**src/rtl/core/grc_pkg.sv**
```systemverilog
`default_nettype none
package grc_pkg;

  // register indexes
  localparam logic [2:0] REG_MAP0 = 3'd0;
  localparam logic [2:0] REG_MAP1 = 3'd1;
  localparam logic [2:0] REG_MAP2 = 3'd2;
  localparam logic [2:0] REG_MAP3 = 3'd3;
  localparam logic [2:0] REG_FOV  = 3'd4;

  localparam int unsigned STEP_Q14   = 819;
  localparam int unsigned FOV_RESET  = 683;
  localparam int unsigned SHADE_MIN  = 10;
  localparam int unsigned CD_SCALE   = 327680;
  // march length charged to a ray that leaves the map (16 units)
  localparam int unsigned OUT_DIST_STEPS = 320;

  // one classified ray handed from front to back
  typedef struct packed {
    logic [7:0]         column;
    logic [15:0]        vx;
    logic [15:0]        vy;
    logic signed [15:0] cos_ray;
    logic signed [15:0] sin_ray;
    logic [14:0]        cos_off;   // clamped to >= 1
  } ray_t;

  // quarter-wave sine, Q1.14
  function automatic logic [14:0] qsin_tab(input logic [5:0] i);
    logic [14:0] v;
    begin
      unique case (i)
        6'd0: v = 15'd0;        6'd1: v = 15'd804;     6'd2: v = 15'd1606;
        6'd3: v = 15'd2404;     6'd4: v = 15'd3196;    6'd5: v = 15'd3981;
        6'd6: v = 15'd4756;     6'd7: v = 15'd5520;    6'd8: v = 15'd6270;
        6'd9: v = 15'd7005;     6'd10: v = 15'd7723;   6'd11: v = 15'd8423;
        6'd12: v = 15'd9102;    6'd13: v = 15'd9760;   6'd14: v = 15'd10394;
        6'd15: v = 15'd11003;   6'd16: v = 15'd11585;  6'd17: v = 15'd12140;
        6'd18: v = 15'd12665;   6'd19: v = 15'd13160;  6'd20: v = 15'd13623;
        6'd21: v = 15'd14053;   6'd22: v = 15'd14449;  6'd23: v = 15'd14811;
        6'd24: v = 15'd15137;   6'd25: v = 15'd15426;  6'd26: v = 15'd15679;
        6'd27: v = 15'd15893;   6'd28: v = 15'd16069;  6'd29: v = 15'd16207;
        6'd30: v = 15'd16305;   6'd31: v = 15'd16364;
        default: v = 15'd16384;
      endcase
      return v;
    end
  endfunction

  // quarter lookup with linear interpolation, u in 0..1024
  function automatic logic [14:0] qlook(input logic [10:0] u);
    logic [5:0]  idx;
    logic [4:0]  fr;
    logic [14:0] lo;
    logic [14:0] hi;
    logic [19:0] t;
    begin
      idx = u[10:5];
      fr  = u[4:0];
      lo  = qsin_tab(idx);
      hi  = qsin_tab(idx + 6'd1);
      t   = 20'((hi - lo) * fr) + 20'd16;
      if (idx >= 6'd32) return 15'd16384;
      return lo + 15'(t >> 5);
    end
  endfunction

  function automatic logic signed [15:0] sin_q14(input logic [11:0] a);
    logic [14:0] v;
    begin
      v = a[10] ? qlook(11'd1024 - {1'b0, a[9:0]}) : qlook({1'b0, a[9:0]});
      return a[11] ? -$signed({1'b0, v}) : $signed({1'b0, v});
    end
  endfunction

  function automatic logic signed [15:0] cos_q14(input logic [11:0] a);
    return sin_q14(a + 12'd1024);
  endfunction

endpackage
`default_nettype wire

```
**src/rtl/core/grc_queue.sv**
```systemverilog
`default_nettype none
// Two-entry queue between front and back.
module grc_queue (
  input  wire logic          clk,
  input  wire logic          rst_n,
  input  wire logic          push,
  input  grc_pkg::ray_t      push_data,
  input  wire logic          pop,
  output logic               full,
  output logic               not_empty,
  output grc_pkg::ray_t      head
);
  grc_pkg::ray_t mem_r [2];
  logic [1:0] cnt_r;
  logic       rd_r, wr_r;

  assign full      = cnt_r == 2'd2;
  assign not_empty = cnt_r != 2'd0;
  assign head      = mem_r[rd_r];

  always_ff @(posedge clk) begin
    if (!rst_n) begin
      cnt_r <= 2'd0;
      rd_r  <= 1'b0;
      wr_r  <= 1'b0;
    end else begin
      if (push) wr_r <= ~wr_r;
      if (pop)  rd_r <= ~rd_r;
      cnt_r <= cnt_r + 2'(push) - 2'(pop);
    end
    if (push) mem_r[wr_r] <= push_data;
  end
endmodule
`default_nettype wire

```
**config.mk**
```make
export PLATFORM = sky130hd
export DESIGN_NAME = grc_queue
export DESIGN_NICKNAME = d
export VERILOG_FILES = /design/src/rtl/core/grc_pkg.sv /design/src/rtl/core/grc_queue.sv
export SDC_FILE = /design/constraint.sdc
export NUM_CORES = 1
export LEC_CHECK = 0
export CORE_UTILIZATION = 45
export DETAILED_ROUTE_END_ITERATION = 6
export DONT_BUFFER_PORTS = 1
export SETUP_SLACK_MARGIN = 0.02
export SLEW_MARGIN = 20
export SYNTH_ARGS = -nofsm -noshare
export SYNTH_HDL_FRONTEND = slang
export SYNTH_SLANG_ARGS = --single-unit
```
**constraint.sdc**
```tcl
create_clock -name clk -period 5.2 [get_ports clk]
set_input_delay 0.52 -clock clk [delete_from_list [all_inputs] [get_ports clk]]
set_output_delay 0.52 -clock clk [all_outputs]
set_load 0.05 [all_outputs]
```
==> impl_metrics.csv <==
group,metric,value,unit
outcome,status,"completed",
yosys,largest_family_of_logic_cells_by_synthesized_area,"multiplexers",
placement,port_buffers,0,
clocking,cts_buf_count,17,
yosys,synth_compound_area_share,0.113,%
worst_setup_path,critical_path.max_fanout,54,
pwr,finalPower,3.41,mW
clocking,root_buffer,"sky130_fd_sc_hd__clkbuf_16",
pwr,clock_power_share,36.6,%
clocking,cts_buffer_depth,2,
pwr,max-vdd-ir-drop,0.000246,V
floorplanning,die_x,123,um
routing,drtAntennaViolNets,0,
yosys,synth.mux.area_fraction,16.5,%
placement,routabilityCongestion,0.664,
yosys,synth_xor_xnor_area_share,0.472,%
floorplanning,io-pin-count,180,
worst_setup_path,worst-setup-path-type,"flop to primary output",
clocking,cts_num_sinks,179,
yosys,synth_warnings,0,
global_route,grt_usage,14.2,%
pwr,internal-power,2.53,mW
routing,detail_route.wl_per_cell,20.7,um
hold_path,timing.hold.worst.class,"input pin to flop",
yosys,netlist_instances,292,
floorplanning,initial_utilization,47.0,%
pwr,power.switching_fraction,25.7,%
cells_and_area,finish.net_count,398,
pwr,sequentialPowerShare,50.1,%
yosys,synth.area.top_cells,"sky130_fd_sc_hd__edfxtp_1 79%, sky130_fd_sc_hd__mux2_2 9.7%, sky130_fd_sc_hd__mux2_4 6.8%, sky130_fd_sc_hd__dfxtp_1 1.5%, sky130_fd_sc_hd__buf_6 0.85%",
floorplanning,design.die.area,15200,um^2
yosys,synthDominantAreaCellType,"sky130_fd_sc_hd__edfxtp_1",
run,max_cap_viol_count,0,
routing,vias_per_cell,5.18,
routing,via_count,2580,
sta,finalCriticalPeriod,2970,ps
yosys,synth_simple_gate_area_share,0.850,%
yosys,yosysUniqueCellTypes,14,
clocking,cts_hold_repair.buffers,0,
routing,drt_pass1_iterations,6,
cells_and_area,diode_insertion_count_for_antenna_repair,0,
worst_setup_path,cp.arrival,2450,ps
pwr,power.share.combinational,13.3,%
clocking,post_cts_setup_inserts,0,
global_route,vias_in_the_first_global_route,2730,
cells_and_area,flow.area_growth_from_synthesis,11.8,%
clocking,h-tree-depth,4,
sta,rsz0062_at_grt,"no",
yosys,syn_area_per_cell,22.7,um^2
hold_path,min_delay_path_depth,0,
pwr,power.density,460,nW/um^2
yosys,synth_nets,385,
sta,slew-limit-headroom,35.0,%
sta,final_critical_path_setup_slack,2230,ps
placement,dpl.hpwl,6660,um
global_route,grt_overflow,0,
yosys,yosys_register_bits,179,
worst_setup_path,r2r.worst_path.cells,2,
worst_setup_path,worst_setup_path_end_kind,"primary output",
global_route,largest_net_degree_at_the_start_of_global_routing,55,
worst_setup_path,cp.required,4680,ps
cells_and_area,layout-drive-gt1-share,39.0,%
sta,final.setup.tns,0,ps
routing,route.detailed.drc,0,
yosys,post-synth-top-area-fraction,78.9,%
yosys,synth_sequential_area_ratio,80.4,%
yosys,netlist_area,6630,um^2
clocking,postCtsResizedCells,0,
sta,worst-slew-pin-transition,973,ps
yosys,synth-adder-area-share,0.378,%
clocking,worst_skew_pair.late_latency,410,ps
floorplanning,row_count,43,
floorplanning,overall_die_height,123,um
floorplanning,core_area,14100,um^2
pwr,net_switching_power,0.876,mW
sta,achievable-frequency,337,MHz
global_route,grt_antenna_before_repair,0,
global_route,grt_first_pass_wirelength,15200,um
worst_setup_path,startpoint_type,"flop",
sta,setup_viol,0,
sta,final_hold_viol_count,0,
sta,clock-skew-final,4.69,ps
clocking,clkTransAtPathRegs,60,ps
sta,finalMaxSlewViolations,0,
routing,drt_wl_total,10300,um
sta,period_share,57.1,%
pwr,pleak,2.49,nW
clocking,cts_tree,"built",
routing,drt-initial-drc-count,147,
placement,placement.setup.worst_slack,2610,ps
==> cells in the mapped netlist <==
master and n:
sky130_fd_sc_hd__and2_1 4, sky130_fd_sc_hd__buf_2 5, sky130_fd_sc_hd__buf_6 5, sky130_fd_sc_hd__dfxtp_1 5, sky130_fd_sc_hd__edfxtp_1 174, sky130_fd_sc_hd__ha_1 2
sky130_fd_sc_hd__inv_1 2, sky130_fd_sc_hd__mux2_2 57, sky130_fd_sc_hd__mux2_4 30, sky130_fd_sc_hd__nor2b_1 4, sky130_fd_sc_hd__o21a_1 1, sky130_fd_sc_hd__or2_2 1
sky130_fd_sc_hd__xnor3_1 1, sky130_fd_sc_hd__xor2_1 1
==> registers in the layout (all words and copies together) (netlist names), named ones only <==
name	flops
cnt_r	2
mem_r	174
rd_r	1
wr_r	1
==> power groups by stage <==
stage	combinational, mW	sequential [mW]	clock [mW]
detailed placement	0.460	1.74	0
finish	0.455	1.71	1.25
floorplan	0.447	1.72	0
global placement	0.457	1.74	0
CTS	0.461	1.71	1.28
global route	0.473	1.72	1.34
==> worst max-delay path: stages, from the launching register on <==
cell and delay, ps:
sky130_fd_sc_hd__dfxtp_4 860, sky130_fd_sc_hd__buf_4 560, sky130_fd_sc_hd__mux2_2 530
==> path summary, 6_finish.rpt <==
path | startpoint | end | slack, ps
max | flop | head[33] | 2230
max reg2reg | wr_r | mem_r[1][20] | 3230
min reg2reg | rd_r | flop | 570
min | push_data[44] | mem_r[1][44] | 200
==> layer usage <==
layer,vias up,track usage [%],part of all wire (%)
met5,-,0,0
met4,0,7.00,1.6
met1,1281,16.0,38
met3,10,8.35,13
met2,118,21.3,48
li1,1171,-,-
==> cells by family after synthesis <==
kind of cell             after synthesis
multiplexers                          87
XOR/XNOR                               2
adder cells (fa/ha/maj)                2
flip-flops                           179
AO/OA/AOI/OAI                          1
buffers and inverters                 12
AND/OR/NAND/NOR                        9
==> layout by cell type, fill, tap and decap left out <==
cell type	count
sky130_fd_sc_hd__clkbuf_16	17
sky130_fd_sc_hd__or2_2	1
sky130_fd_sc_hd__clkinv_2	3
sky130_fd_sc_hd__dfxtp_4	1
sky130_fd_sc_hd__clkinv_4	3
sky130_fd_sc_hd__inv_6	1
sky130_fd_sc_hd__nor2b_4	1
sky130_fd_sc_hd__mux2_4	30
sky130_fd_sc_hd__bufinv_16	3
sky130_fd_sc_hd__and2_1	3
sky130_fd_sc_hd__clkinvlp_4	2
sky130_fd_sc_hd__xor2_1	1
sky130_fd_sc_hd__xnor3_1	1
sky130_fd_sc_hd__clkbuf_1	1
sky130_fd_sc_hd__nor2b_1	3
sky130_fd_sc_hd__clkinv_1	2
sky130_fd_sc_hd__ha_1	2
sky130_fd_sc_hd__o21a_1	1
sky130_fd_sc_hd__and2_4	1
sky130_fd_sc_hd__dfxtp_1	4
sky130_fd_sc_hd__mux2_2	57
sky130_fd_sc_hd__inv_1	2
sky130_fd_sc_hd__buf_4	4
sky130_fd_sc_hd__edfxtp_1	174
==> final cells by class <==
type | count | area, um^2
repair buffers | 4 | 30.0
well taps | 180 | 225
inverters | 2 | 7.51
flip-flops and latches | 179 | 5330
multi-input cells | 101 | 1220
clock inverters | 14 | 163
clock buffers | 18 | 429
fillers | 1119 | 6690
==> per-stage QoR <==
step	instances	hold WS (ps)	utilization (%)	cell area (um^2)
finish	498	200	52.5	7410
global route	498	173	52.5	7410
CTS	498	177	52.5	7410
detailed placement	466	560	48.3	6810
global placement	466	557	48.3	6810
floorplan	292	555	-	6630
Power figures use the tool's default switching activity.
