$ cat config.mk
export PLATFORM = sky130hd
export DESIGN_NAME = grc_back
export DESIGN_NICKNAME = d
export VERILOG_FILES = /design/src/rtl/core/grc_pkg.sv /design/src/rtl/core/grc_back.sv
export SDC_FILE = /design/constraint.sdc
export NUM_CORES = 2
export LEC_CHECK = 0
export BUFFER_PORTS_ARGS = -buffer_cell sky130_fd_sc_hd__buf_2
export CORE_MARGIN = 1
export CORE_UTILIZATION = 30
export DETAILED_ROUTE_END_ITERATION = 10
export GPL_ROUTABILITY_DRIVEN = 0
export PLACE_DENSITY_LB_ADDON = 0.12
export SLEW_MARGIN = 20
export SYNTH_ARGS = -nofsm -noshare
export SYNTH_HDL_FRONTEND = slang
export SYNTH_SLANG_ARGS = --single-unit
$ cat constraint.sdc
create_clock -name clk -period 8.5 [get_ports clk]
set_clock_uncertainty 0.2 [all_clocks]
set_input_delay 1.275 -clock clk [delete_from_list [all_inputs] [get_ports clk]]
set_output_delay 1.275 -clock clk [all_outputs]
set_load 0.005 [all_outputs]
$ cat src/rtl/core/grc_pkg.sv
`default_nettype none
package grc_pkg;

  // register indexes
  localparam logic [2:0] REG_MAP0 = 3'd0;
  localparam logic [2:0] REG_MAP1 = 3'd1;
  localparam logic [2:0] REG_MAP2 = 3'd2;
  localparam logic [2:0] REG_MAP3 = 3'd3;
  localparam logic [2:0] REG_FOV  = 3'd4;

  localparam int unsigned STEP_Q14   = 819;
  localparam int unsigned FOV_RESET  = 683;
  localparam int unsigned SHADE_MIN  = 10;
  localparam int unsigned CD_SCALE   = 327680;
  // march length charged to a ray that leaves the map (16 units)
  localparam int unsigned OUT_DIST_STEPS = 320;

  // one classified ray handed from front to back
  typedef struct packed {
    logic [7:0]         column;
    logic [15:0]        vx;
    logic [15:0]        vy;
    logic signed [15:0] cos_ray;
    logic signed [15:0] sin_ray;
    logic [14:0]        cos_off;   // clamped to >= 1
  } ray_t;

  // quarter-wave sine, Q1.14
  function automatic logic [14:0] qsin_tab(input logic [5:0] i);
    logic [14:0] v;
    begin
      unique case (i)
        6'd0: v = 15'd0;        6'd1: v = 15'd804;     6'd2: v = 15'd1606;
        6'd3: v = 15'd2404;     6'd4: v = 15'd3196;    6'd5: v = 15'd3981;
        6'd6: v = 15'd4756;     6'd7: v = 15'd5520;    6'd8: v = 15'd6270;
        6'd9: v = 15'd7005;     6'd10: v = 15'd7723;   6'd11: v = 15'd8423;
        6'd12: v = 15'd9102;    6'd13: v = 15'd9760;   6'd14: v = 15'd10394;
        6'd15: v = 15'd11003;   6'd16: v = 15'd11585;  6'd17: v = 15'd12140;
        6'd18: v = 15'd12665;   6'd19: v = 15'd13160;  6'd20: v = 15'd13623;
        6'd21: v = 15'd14053;   6'd22: v = 15'd14449;  6'd23: v = 15'd14811;
        6'd24: v = 15'd15137;   6'd25: v = 15'd15426;  6'd26: v = 15'd15679;
        6'd27: v = 15'd15893;   6'd28: v = 15'd16069;  6'd29: v = 15'd16207;
        6'd30: v = 15'd16305;   6'd31: v = 15'd16364;
        default: v = 15'd16384;
      endcase
      return v;
    end
  endfunction

  // quarter lookup with linear interpolation, u in 0..1024
  function automatic logic [14:0] qlook(input logic [10:0] u);
    logic [5:0]  idx;
    logic [4:0]  fr;
    logic [14:0] lo;
    logic [14:0] hi;
    logic [19:0] t;
    begin
      idx = u[10:5];
      fr  = u[4:0];
      lo  = qsin_tab(idx);
      hi  = qsin_tab(idx + 6'd1);
      t   = 20'((hi - lo) * fr) + 20'd16;
      if (idx >= 6'd32) return 15'd16384;
      return lo + 15'(t >> 5);
    end
  endfunction

  function automatic logic signed [15:0] sin_q14(input logic [11:0] a);
    logic [14:0] v;
    begin
      v = a[10] ? qlook(11'd1024 - {1'b0, a[9:0]}) : qlook({1'b0, a[9:0]});
      return a[11] ? -$signed({1'b0, v}) : $signed({1'b0, v});
    end
  endfunction

  function automatic logic signed [15:0] cos_q14(input logic [11:0] a);
    return sin_q14(a + 12'd1024);
  endfunction

endpackage
`default_nettype wire

$ cat src/rtl/core/grc_back.sv
`default_nettype none
// Back: marches the ray, then runs the two divisions bit-serially.
module grc_back #(
  parameter int MAP_SIDE      = 16,
  parameter int SCREEN_HEIGHT = 144,
  parameter int MAX_STEPS     = 320
) (
  input  wire logic          clk,
  input  wire logic          rst_n,
  input  wire logic          q_valid,
  input  grc_pkg::ray_t      q_head,
  output logic               pop,
  input  wire logic [255:0]  map_bits,
  output logic               out_valid,
  output logic [7:0]         out_column,
  output logic signed [12:0] out_top,
  output logic [13:0]        out_height,
  output logic [7:0]         out_shade,
  output logic [7:0]         out_blue,
  output logic               out_edge
);
  localparam int NW = $clog2(MAX_STEPS + 1);
  localparam int SW = 11;   // distance in steps, holds MAX_STEPS and the off-map distance
  localparam int DW = 48;
  localparam int QW = 48;
  localparam logic [2:0] ST_IDLE  = 3'd0;
  localparam logic [2:0] ST_MARCH = 3'd1;
  localparam logic [2:0] ST_MUL   = 3'd2;
  localparam logic [2:0] ST_DIV1  = 3'd3;
  localparam logic [2:0] ST_DIV2  = 3'd4;
  localparam logic [2:0] ST_DONE  = 3'd5;

  logic [2:0]  st_r;
  grc_pkg::ray_t ray_r;
  logic signed [35:0] px_r, py_r, dx_r, dy_r;
  logic [NW-1:0] n_r;
  logic [SW-1:0] dist_r;
  logic        edge_r;
  logic [DW-1:0] d_r;
  logic        neg_r;
  logic [DW-1:0] num_r, rem_r, den_r;
  logic [QW-1:0] quo_r;
  logic [5:0]  bit_r;
  logic signed [12:0] top_r;

  // next position and cell test
  logic signed [35:0] nx, ny;
  logic [35:0] cxw, cyw;
  logic        outside, wall;
  logic [7:0]  cell_idx;
  always_comb begin
    nx  = px_r + dx_r;
    ny  = py_r + dy_r;
    cxw = 36'(nx) >> 28;
    cyw = 36'(ny) >> 28;
    outside = nx[35] || ny[35] || cxw >= 36'(MAP_SIDE) || cyw >= 36'(MAP_SIDE);
    cell_idx = {cyw[3:0], cxw[3:0]};
    wall = map_bits[cell_idx];
  end

  // restoring division step
  logic [DW:0] trial;
  always_comb trial = {rem_r, num_r[DW-1]} - {1'b0, den_r};

  logic [DW-1:0] a_v, b_v;
  assign a_v = DW'(SCREEN_HEIGHT) * d_r;
  assign b_v = DW'(2 * SCREEN_HEIGHT) * DW'(grc_pkg::CD_SCALE);

  assign pop = st_r == ST_IDLE && q_valid;

  always_ff @(posedge clk) begin
    if (!rst_n) begin
      st_r      <= ST_IDLE;
      out_valid <= 1'b0;
    end else begin
      out_valid <= 1'b0;
      unique case (st_r)
        ST_IDLE: if (q_valid) begin
          ray_r <= q_head;
          px_r  <= 36'({q_head.vx, 16'd0});
          py_r  <= 36'({q_head.vy, 16'd0});
          dx_r  <= 36'(q_head.cos_ray) * 36'sd819;
          dy_r  <= 36'(q_head.sin_ray) * 36'sd819;
          n_r   <= NW'(1);
          st_r  <= ST_MARCH;
        end
        ST_MARCH: begin
          px_r <= nx;
          py_r <= ny;
          n_r  <= n_r + NW'(1);
          if (outside) begin
            dist_r <= SW'(grc_pkg::OUT_DIST_STEPS); edge_r <= 1'b1; st_r <= ST_MUL;
          end else if (wall) begin
            dist_r <= SW'(n_r); edge_r <= 1'b0; st_r <= ST_MUL;
          end else if (n_r == NW'(MAX_STEPS)) begin
            dist_r <= SW'(MAX_STEPS); edge_r <= 1'b1; st_r <= ST_MUL;
          end
        end
        ST_MUL: begin
          d_r  <= DW'(dist_r) * DW'(ray_r.cos_off);
          st_r <= ST_DIV1;
          bit_r <= 6'd0;
        end
        ST_DIV1: begin
          if (bit_r == 6'd0) begin
            neg_r <= a_v < b_v;
            num_r <= (a_v >= b_v) ? a_v - b_v : b_v - a_v;
            den_r <= d_r << 1;
            rem_r <= '0;
            bit_r <= 6'd1;
          end else begin
            if (!trial[DW]) begin
              rem_r <= trial[DW-1:0];
              quo_r <= {quo_r[QW-2:0], 1'b1};
            end else begin
              rem_r <= {rem_r[DW-2:0], num_r[DW-1]};
              quo_r <= {quo_r[QW-2:0], 1'b0};
            end
            num_r <= num_r << 1;
            if (bit_r == 6'(DW)) begin
              bit_r <= 6'd0;
              st_r  <= ST_DIV2;
            end else bit_r <= bit_r + 6'd1;
          end
        end
        ST_DIV2: begin
          if (bit_r == 6'd0) begin
            // quo_r holds the magnitude of wall_top
            if (neg_r) top_r <= (quo_r > QW'(4096)) ? -13'sd4096 : -$signed(13'(quo_r));
            else top_r <= $signed(13'(quo_r));
            num_r <= DW'(180) * DW'(655360);
            den_r <= DW'(655360) + d_r;
            rem_r <= '0;
            bit_r <= 6'd1;
          end else begin
            if (!trial[DW]) begin
              rem_r <= trial[DW-1:0];
              quo_r <= {quo_r[QW-2:0], 1'b1};
            end else begin
              rem_r <= {rem_r[DW-2:0], num_r[DW-1]};
              quo_r <= {quo_r[QW-2:0], 1'b0};
            end
            num_r <= num_r << 1;
            if (bit_r == 6'(DW)) st_r <= ST_DONE;
            else bit_r <= bit_r + 6'd1;
          end
        end
        ST_DONE: begin
          out_valid  <= 1'b1;
          out_column <= ray_r.column;
          out_top    <= top_r;
          out_height <= 14'(SCREEN_HEIGHT) - 14'({top_r, 1'b0});
          out_shade  <= (quo_r < QW'(grc_pkg::SHADE_MIN)) ? 8'(grc_pkg::SHADE_MIN)
                                                        : 8'(quo_r);
          out_blue   <= (quo_r < QW'(grc_pkg::SHADE_MIN)) ? 8'(grc_pkg::SHADE_MIN + 10)
                                                        : 8'(quo_r) + 8'd10;
          out_edge   <= edge_r;
          st_r       <= ST_IDLE;
        end
        default: st_r <= ST_IDLE;
      endcase
    end
  end
endmodule
`default_nettype wire

==> flow_metrics.py <==
metrics = {
    "pwr": {
        "ir_drop_mv": 0.225,
        "power.density_nw_per_um2": 295,
        "p_leak_nw": 18.1,
    },
    "synthesis": {
        "ys_ff_latch": 430,
        "synth_top_family_by_area": "adder cells",
        "yosys.area_share.xor_xnor_pct": 5.43,
        "seq_area_frac_synth_pct": 35.5,
        "syn_nets": 4565,
        "synth_top_flop_cell": "edfxtp_1",
        "syn_inst": 3697,
        "muxShareOfSynthArea_pct": 2.24,
        "yosysWarningCount": 0,
        "yosys.area_share.adder_pct": 22.2,
        "yosysUniqueCellTypes": 79,
        "async_reset_ff_share_pct": 0,
        "syn-cell-area_um2": 36300,
        "avgSynthCellArea_um2": 9.82,
        "yosys.area_share.simple_pct": 15.0,
        "synth_edf_count": 426,
        "synth_compound_area_share_pct": 13.7,
    },
    "clock_network": {
        "clkSlewWorstSetupHoldPaths_ns": 0.06,
        "clockRootBuffer": "clkbuf_16",
        "cts_resized": 0,
        "clockBufferDepth": 3,
        "postCtsSetupRepairBufs": 0,
        "h-tree-depth": 2,
        "numCtsBuffers": 53,
        "cts_sinks": 430,
        "cts_hold_buf": 0,
        "clock_latency_ns": 0.64,
        "tritoncts": "yes",
    },
    "floorplan": {
        "rows": 127,
        "io_pins": 400,
        "die_height_um": 350,
        "start_util_pct": 30.3,
        "design.core.area_um2": 120000,
        "die_w_um": 350,
        "dieArea_um2": 122000,
    },
    "sta": {
        "final_hold_viol_count": 0,
        "rsz0062_at_grt": "no",
        "finalSetupTns_ns": 0,
        "fin_crit_ns": 7.09,
        "maxSlewViolCount": 0,
        "setup_slack_ns": 1.41,
        "tightest_slew_ns": 1.10,
        "slew-limit-headroom_pct": 26.3,
        "fmax_ghz": 0.141,
        "post-route-period-util_pct": 83.4,
        "setup_viol": 0,
    },
    "drt": {
        "wl_per_cell_um": 19.2,
        "vias_per_cell": 4.93,
        "num_vias": 28300,
        "first_pass_iters": 5,
        "drc_errors": 0,
        "drt-total-wl_um": 110000,
        "drtIter0Drc": 1896,
        "ant_nets": 0,
    },
    "place": {
        "pre_cts_ws_ns": 1.35,
        "hpwl_um": 86500,
        "dp_cells": 5609,
        "io_buffers": 398,
    },
    "global_route": {
        "grt.total_usage_pct": 17.8,
        "first_global_vias": 28100,
        "grt_max_degree": 77,
        "globalRouteOverflowTotal": 0,
        "grt_pass1_wl_um": 168000,
        "antenna_found_initial": 46,
    },
    "finish": {
        "final_common_cell": "nand2_1",
        "instances_no_fill": 5733,
        "final_nets": 4921,
        "layout-drive-gt1-share_pct": 14.9,
        "layout_common_cells": "444 x nand2_1, 434 x inv_1, 426 x edfxtp_1",
        "synthToLayoutAreaGrowth_pct": 15.9,
    },
    "critical_path": {
        "path_class": "reg2reg",
        "critPathLaunchType": "flop",
        "slowest_delay_ns": 0.90,
        "cp_slowest_cell": "and2_2",
        "path_cells": "ha_1, inv_1, fa_1, nand2b_1, a21oi_1, o21bai_1, o21a_1, o211a_1, o21ai_4, and2_2, nand2_1, a311oi_1, a211oi_1, o21ai_0, nand4_1, a211o_1, a31oi_1",
        "worstPathArrival_ns": 7.10,
        "cp.required_ns": 8.51,
        "crit_fanout": 39,
        "critPathTopFamily": "compound AO/OA/AOI/OAI gates",
        "path_buf_inv": 1,
        "endpoint_kind": "flop",
    },
    "outcome": {
        "status": "complete, no violations",
    },
    "min_path": {
        "hp-class": "reg2reg",
    },
    "job": {
        "maxCapViolations": 0,
    },
}
[report_power, final]
group          switching [mW]  internal [mW]  leakage, nW
Clock                    1.01           1.45        0.910
Combinational            4.17           2.91         13.3
Sequential              0.128           2.76         3.93
[sequential cells by signal, summed over array words and instances (netlist names), 23 cells and up]
| signal | cells |
|---|---|
| d_r | 24 |
| rem_r | 48 |
| quo_r | 48 |
| px_r | 36 |
| num_r | 44 |
| den_r | 25 |
| dy_r | 27 |
| py_r | 36 |
| dx_r | 27 |
| ray_r | 23 |
[layer usage]
layer | up-vias | GRT usage [%] | part of all wire (%) | routed length [um]
met2 | 608 | 26.7 | 43 | 46900
li1 | 13800 | - | - | -
met3 | 138 | 3.72 | 7.4 | 8110
met5 | - | 0 | 0.18 | 196
met4 | 28 | 3.58 | 1.7 | 1920
met1 | 13700 | 26.0 | 48 | 52900
[synth_stat cells (all sizes together) (10+ instances only)]
cell,n,area [um2]
and3,68,425
nor3,62,310
o21bai,13,97.6
mux4,20,450
inv,435,1630
a31oi,34,213
nor2,214,803
xor2,74,648
nand3,54,270
clkbuf,105,404
ha,318,3980
or3,36,243
a21o,77,578
o21ai,161,806
mux2,10,113
xnor2,151,1320
nand2b,28,175
a21oi,196,981
a21boi,15,113
nand3b,13,97.6
fa,204,4080
o21a,31,233
mux2i,25,250
or2,16,103
or4,17,143
nor4,27,169
and2,94,588
a311oi,42,368
nor2b,22,138
edfxtp,426,12800
nand2,445,1670
nand4,18,113
buf,22,130
a211oi,77,578
o211ai,21,163
o31ai,32,240
[cell families (layout without fill, tap and decap cells)]
| group | count (synthesis) | after routing |
|---|---|---|
| compound gates | 766 | 766 |
| xor+xnor | 225 | 225 |
| fa+ha+maj | 522 | 522 |
| buf+inv | 562 | 962 |
| flops | 430 | 430 |
| mux | 55 | 55 |
| other cells | 1 | 25 |
| simple gates | 1136 | 1136 |
[cell type report]
type | instances | area [um2]
flip-flops and latches | 430 | 12900
well taps | 1612 | 2020
multi-input cells | 2705 | 21400
inverters | 435 | 1630
clock buffers | 57 | 1350
clock inverters | 42 | 533
diodes | 24 | 60.1
repair buffers | 428 | 2250
fillers | 12400 | 77900
[through the flow]
| stage | hold slack [ns] | util (%) | instance area (um2) | power [mW] |
|---|---|---|---|---|
| 2_1_floorplan | 0.200 | - | 36300 | 8.21 |
| 3_3_place_gp | 0.201 | 33.4 | 40100 | 10.1 |
| 4_1_cts | 0.220 | 35.0 | 42000 | 12.6 |
| 5_1_grt | 0.223 | 35.1 | 42100 | 13.5 |
| 6_report | 0.219 | 35.1 | 42100 | 12.4 |
| 3_5_place_dp | 0.206 | 33.4 | 40100 | 10.0 |
[final timing paths]
path	start	slack [ns]	endpoint	cells after the start
min reg2reg	ray_r[82]	0.22	out_column[3]	0
max	px_r[0]	1.41	dist_r[0]	17
min	ray_r[82]	0.22	out_column[3]	0
max reg2reg	px_r[0]	1.41	dist_r[0]	17
Power figures use the tool's default switching activity.
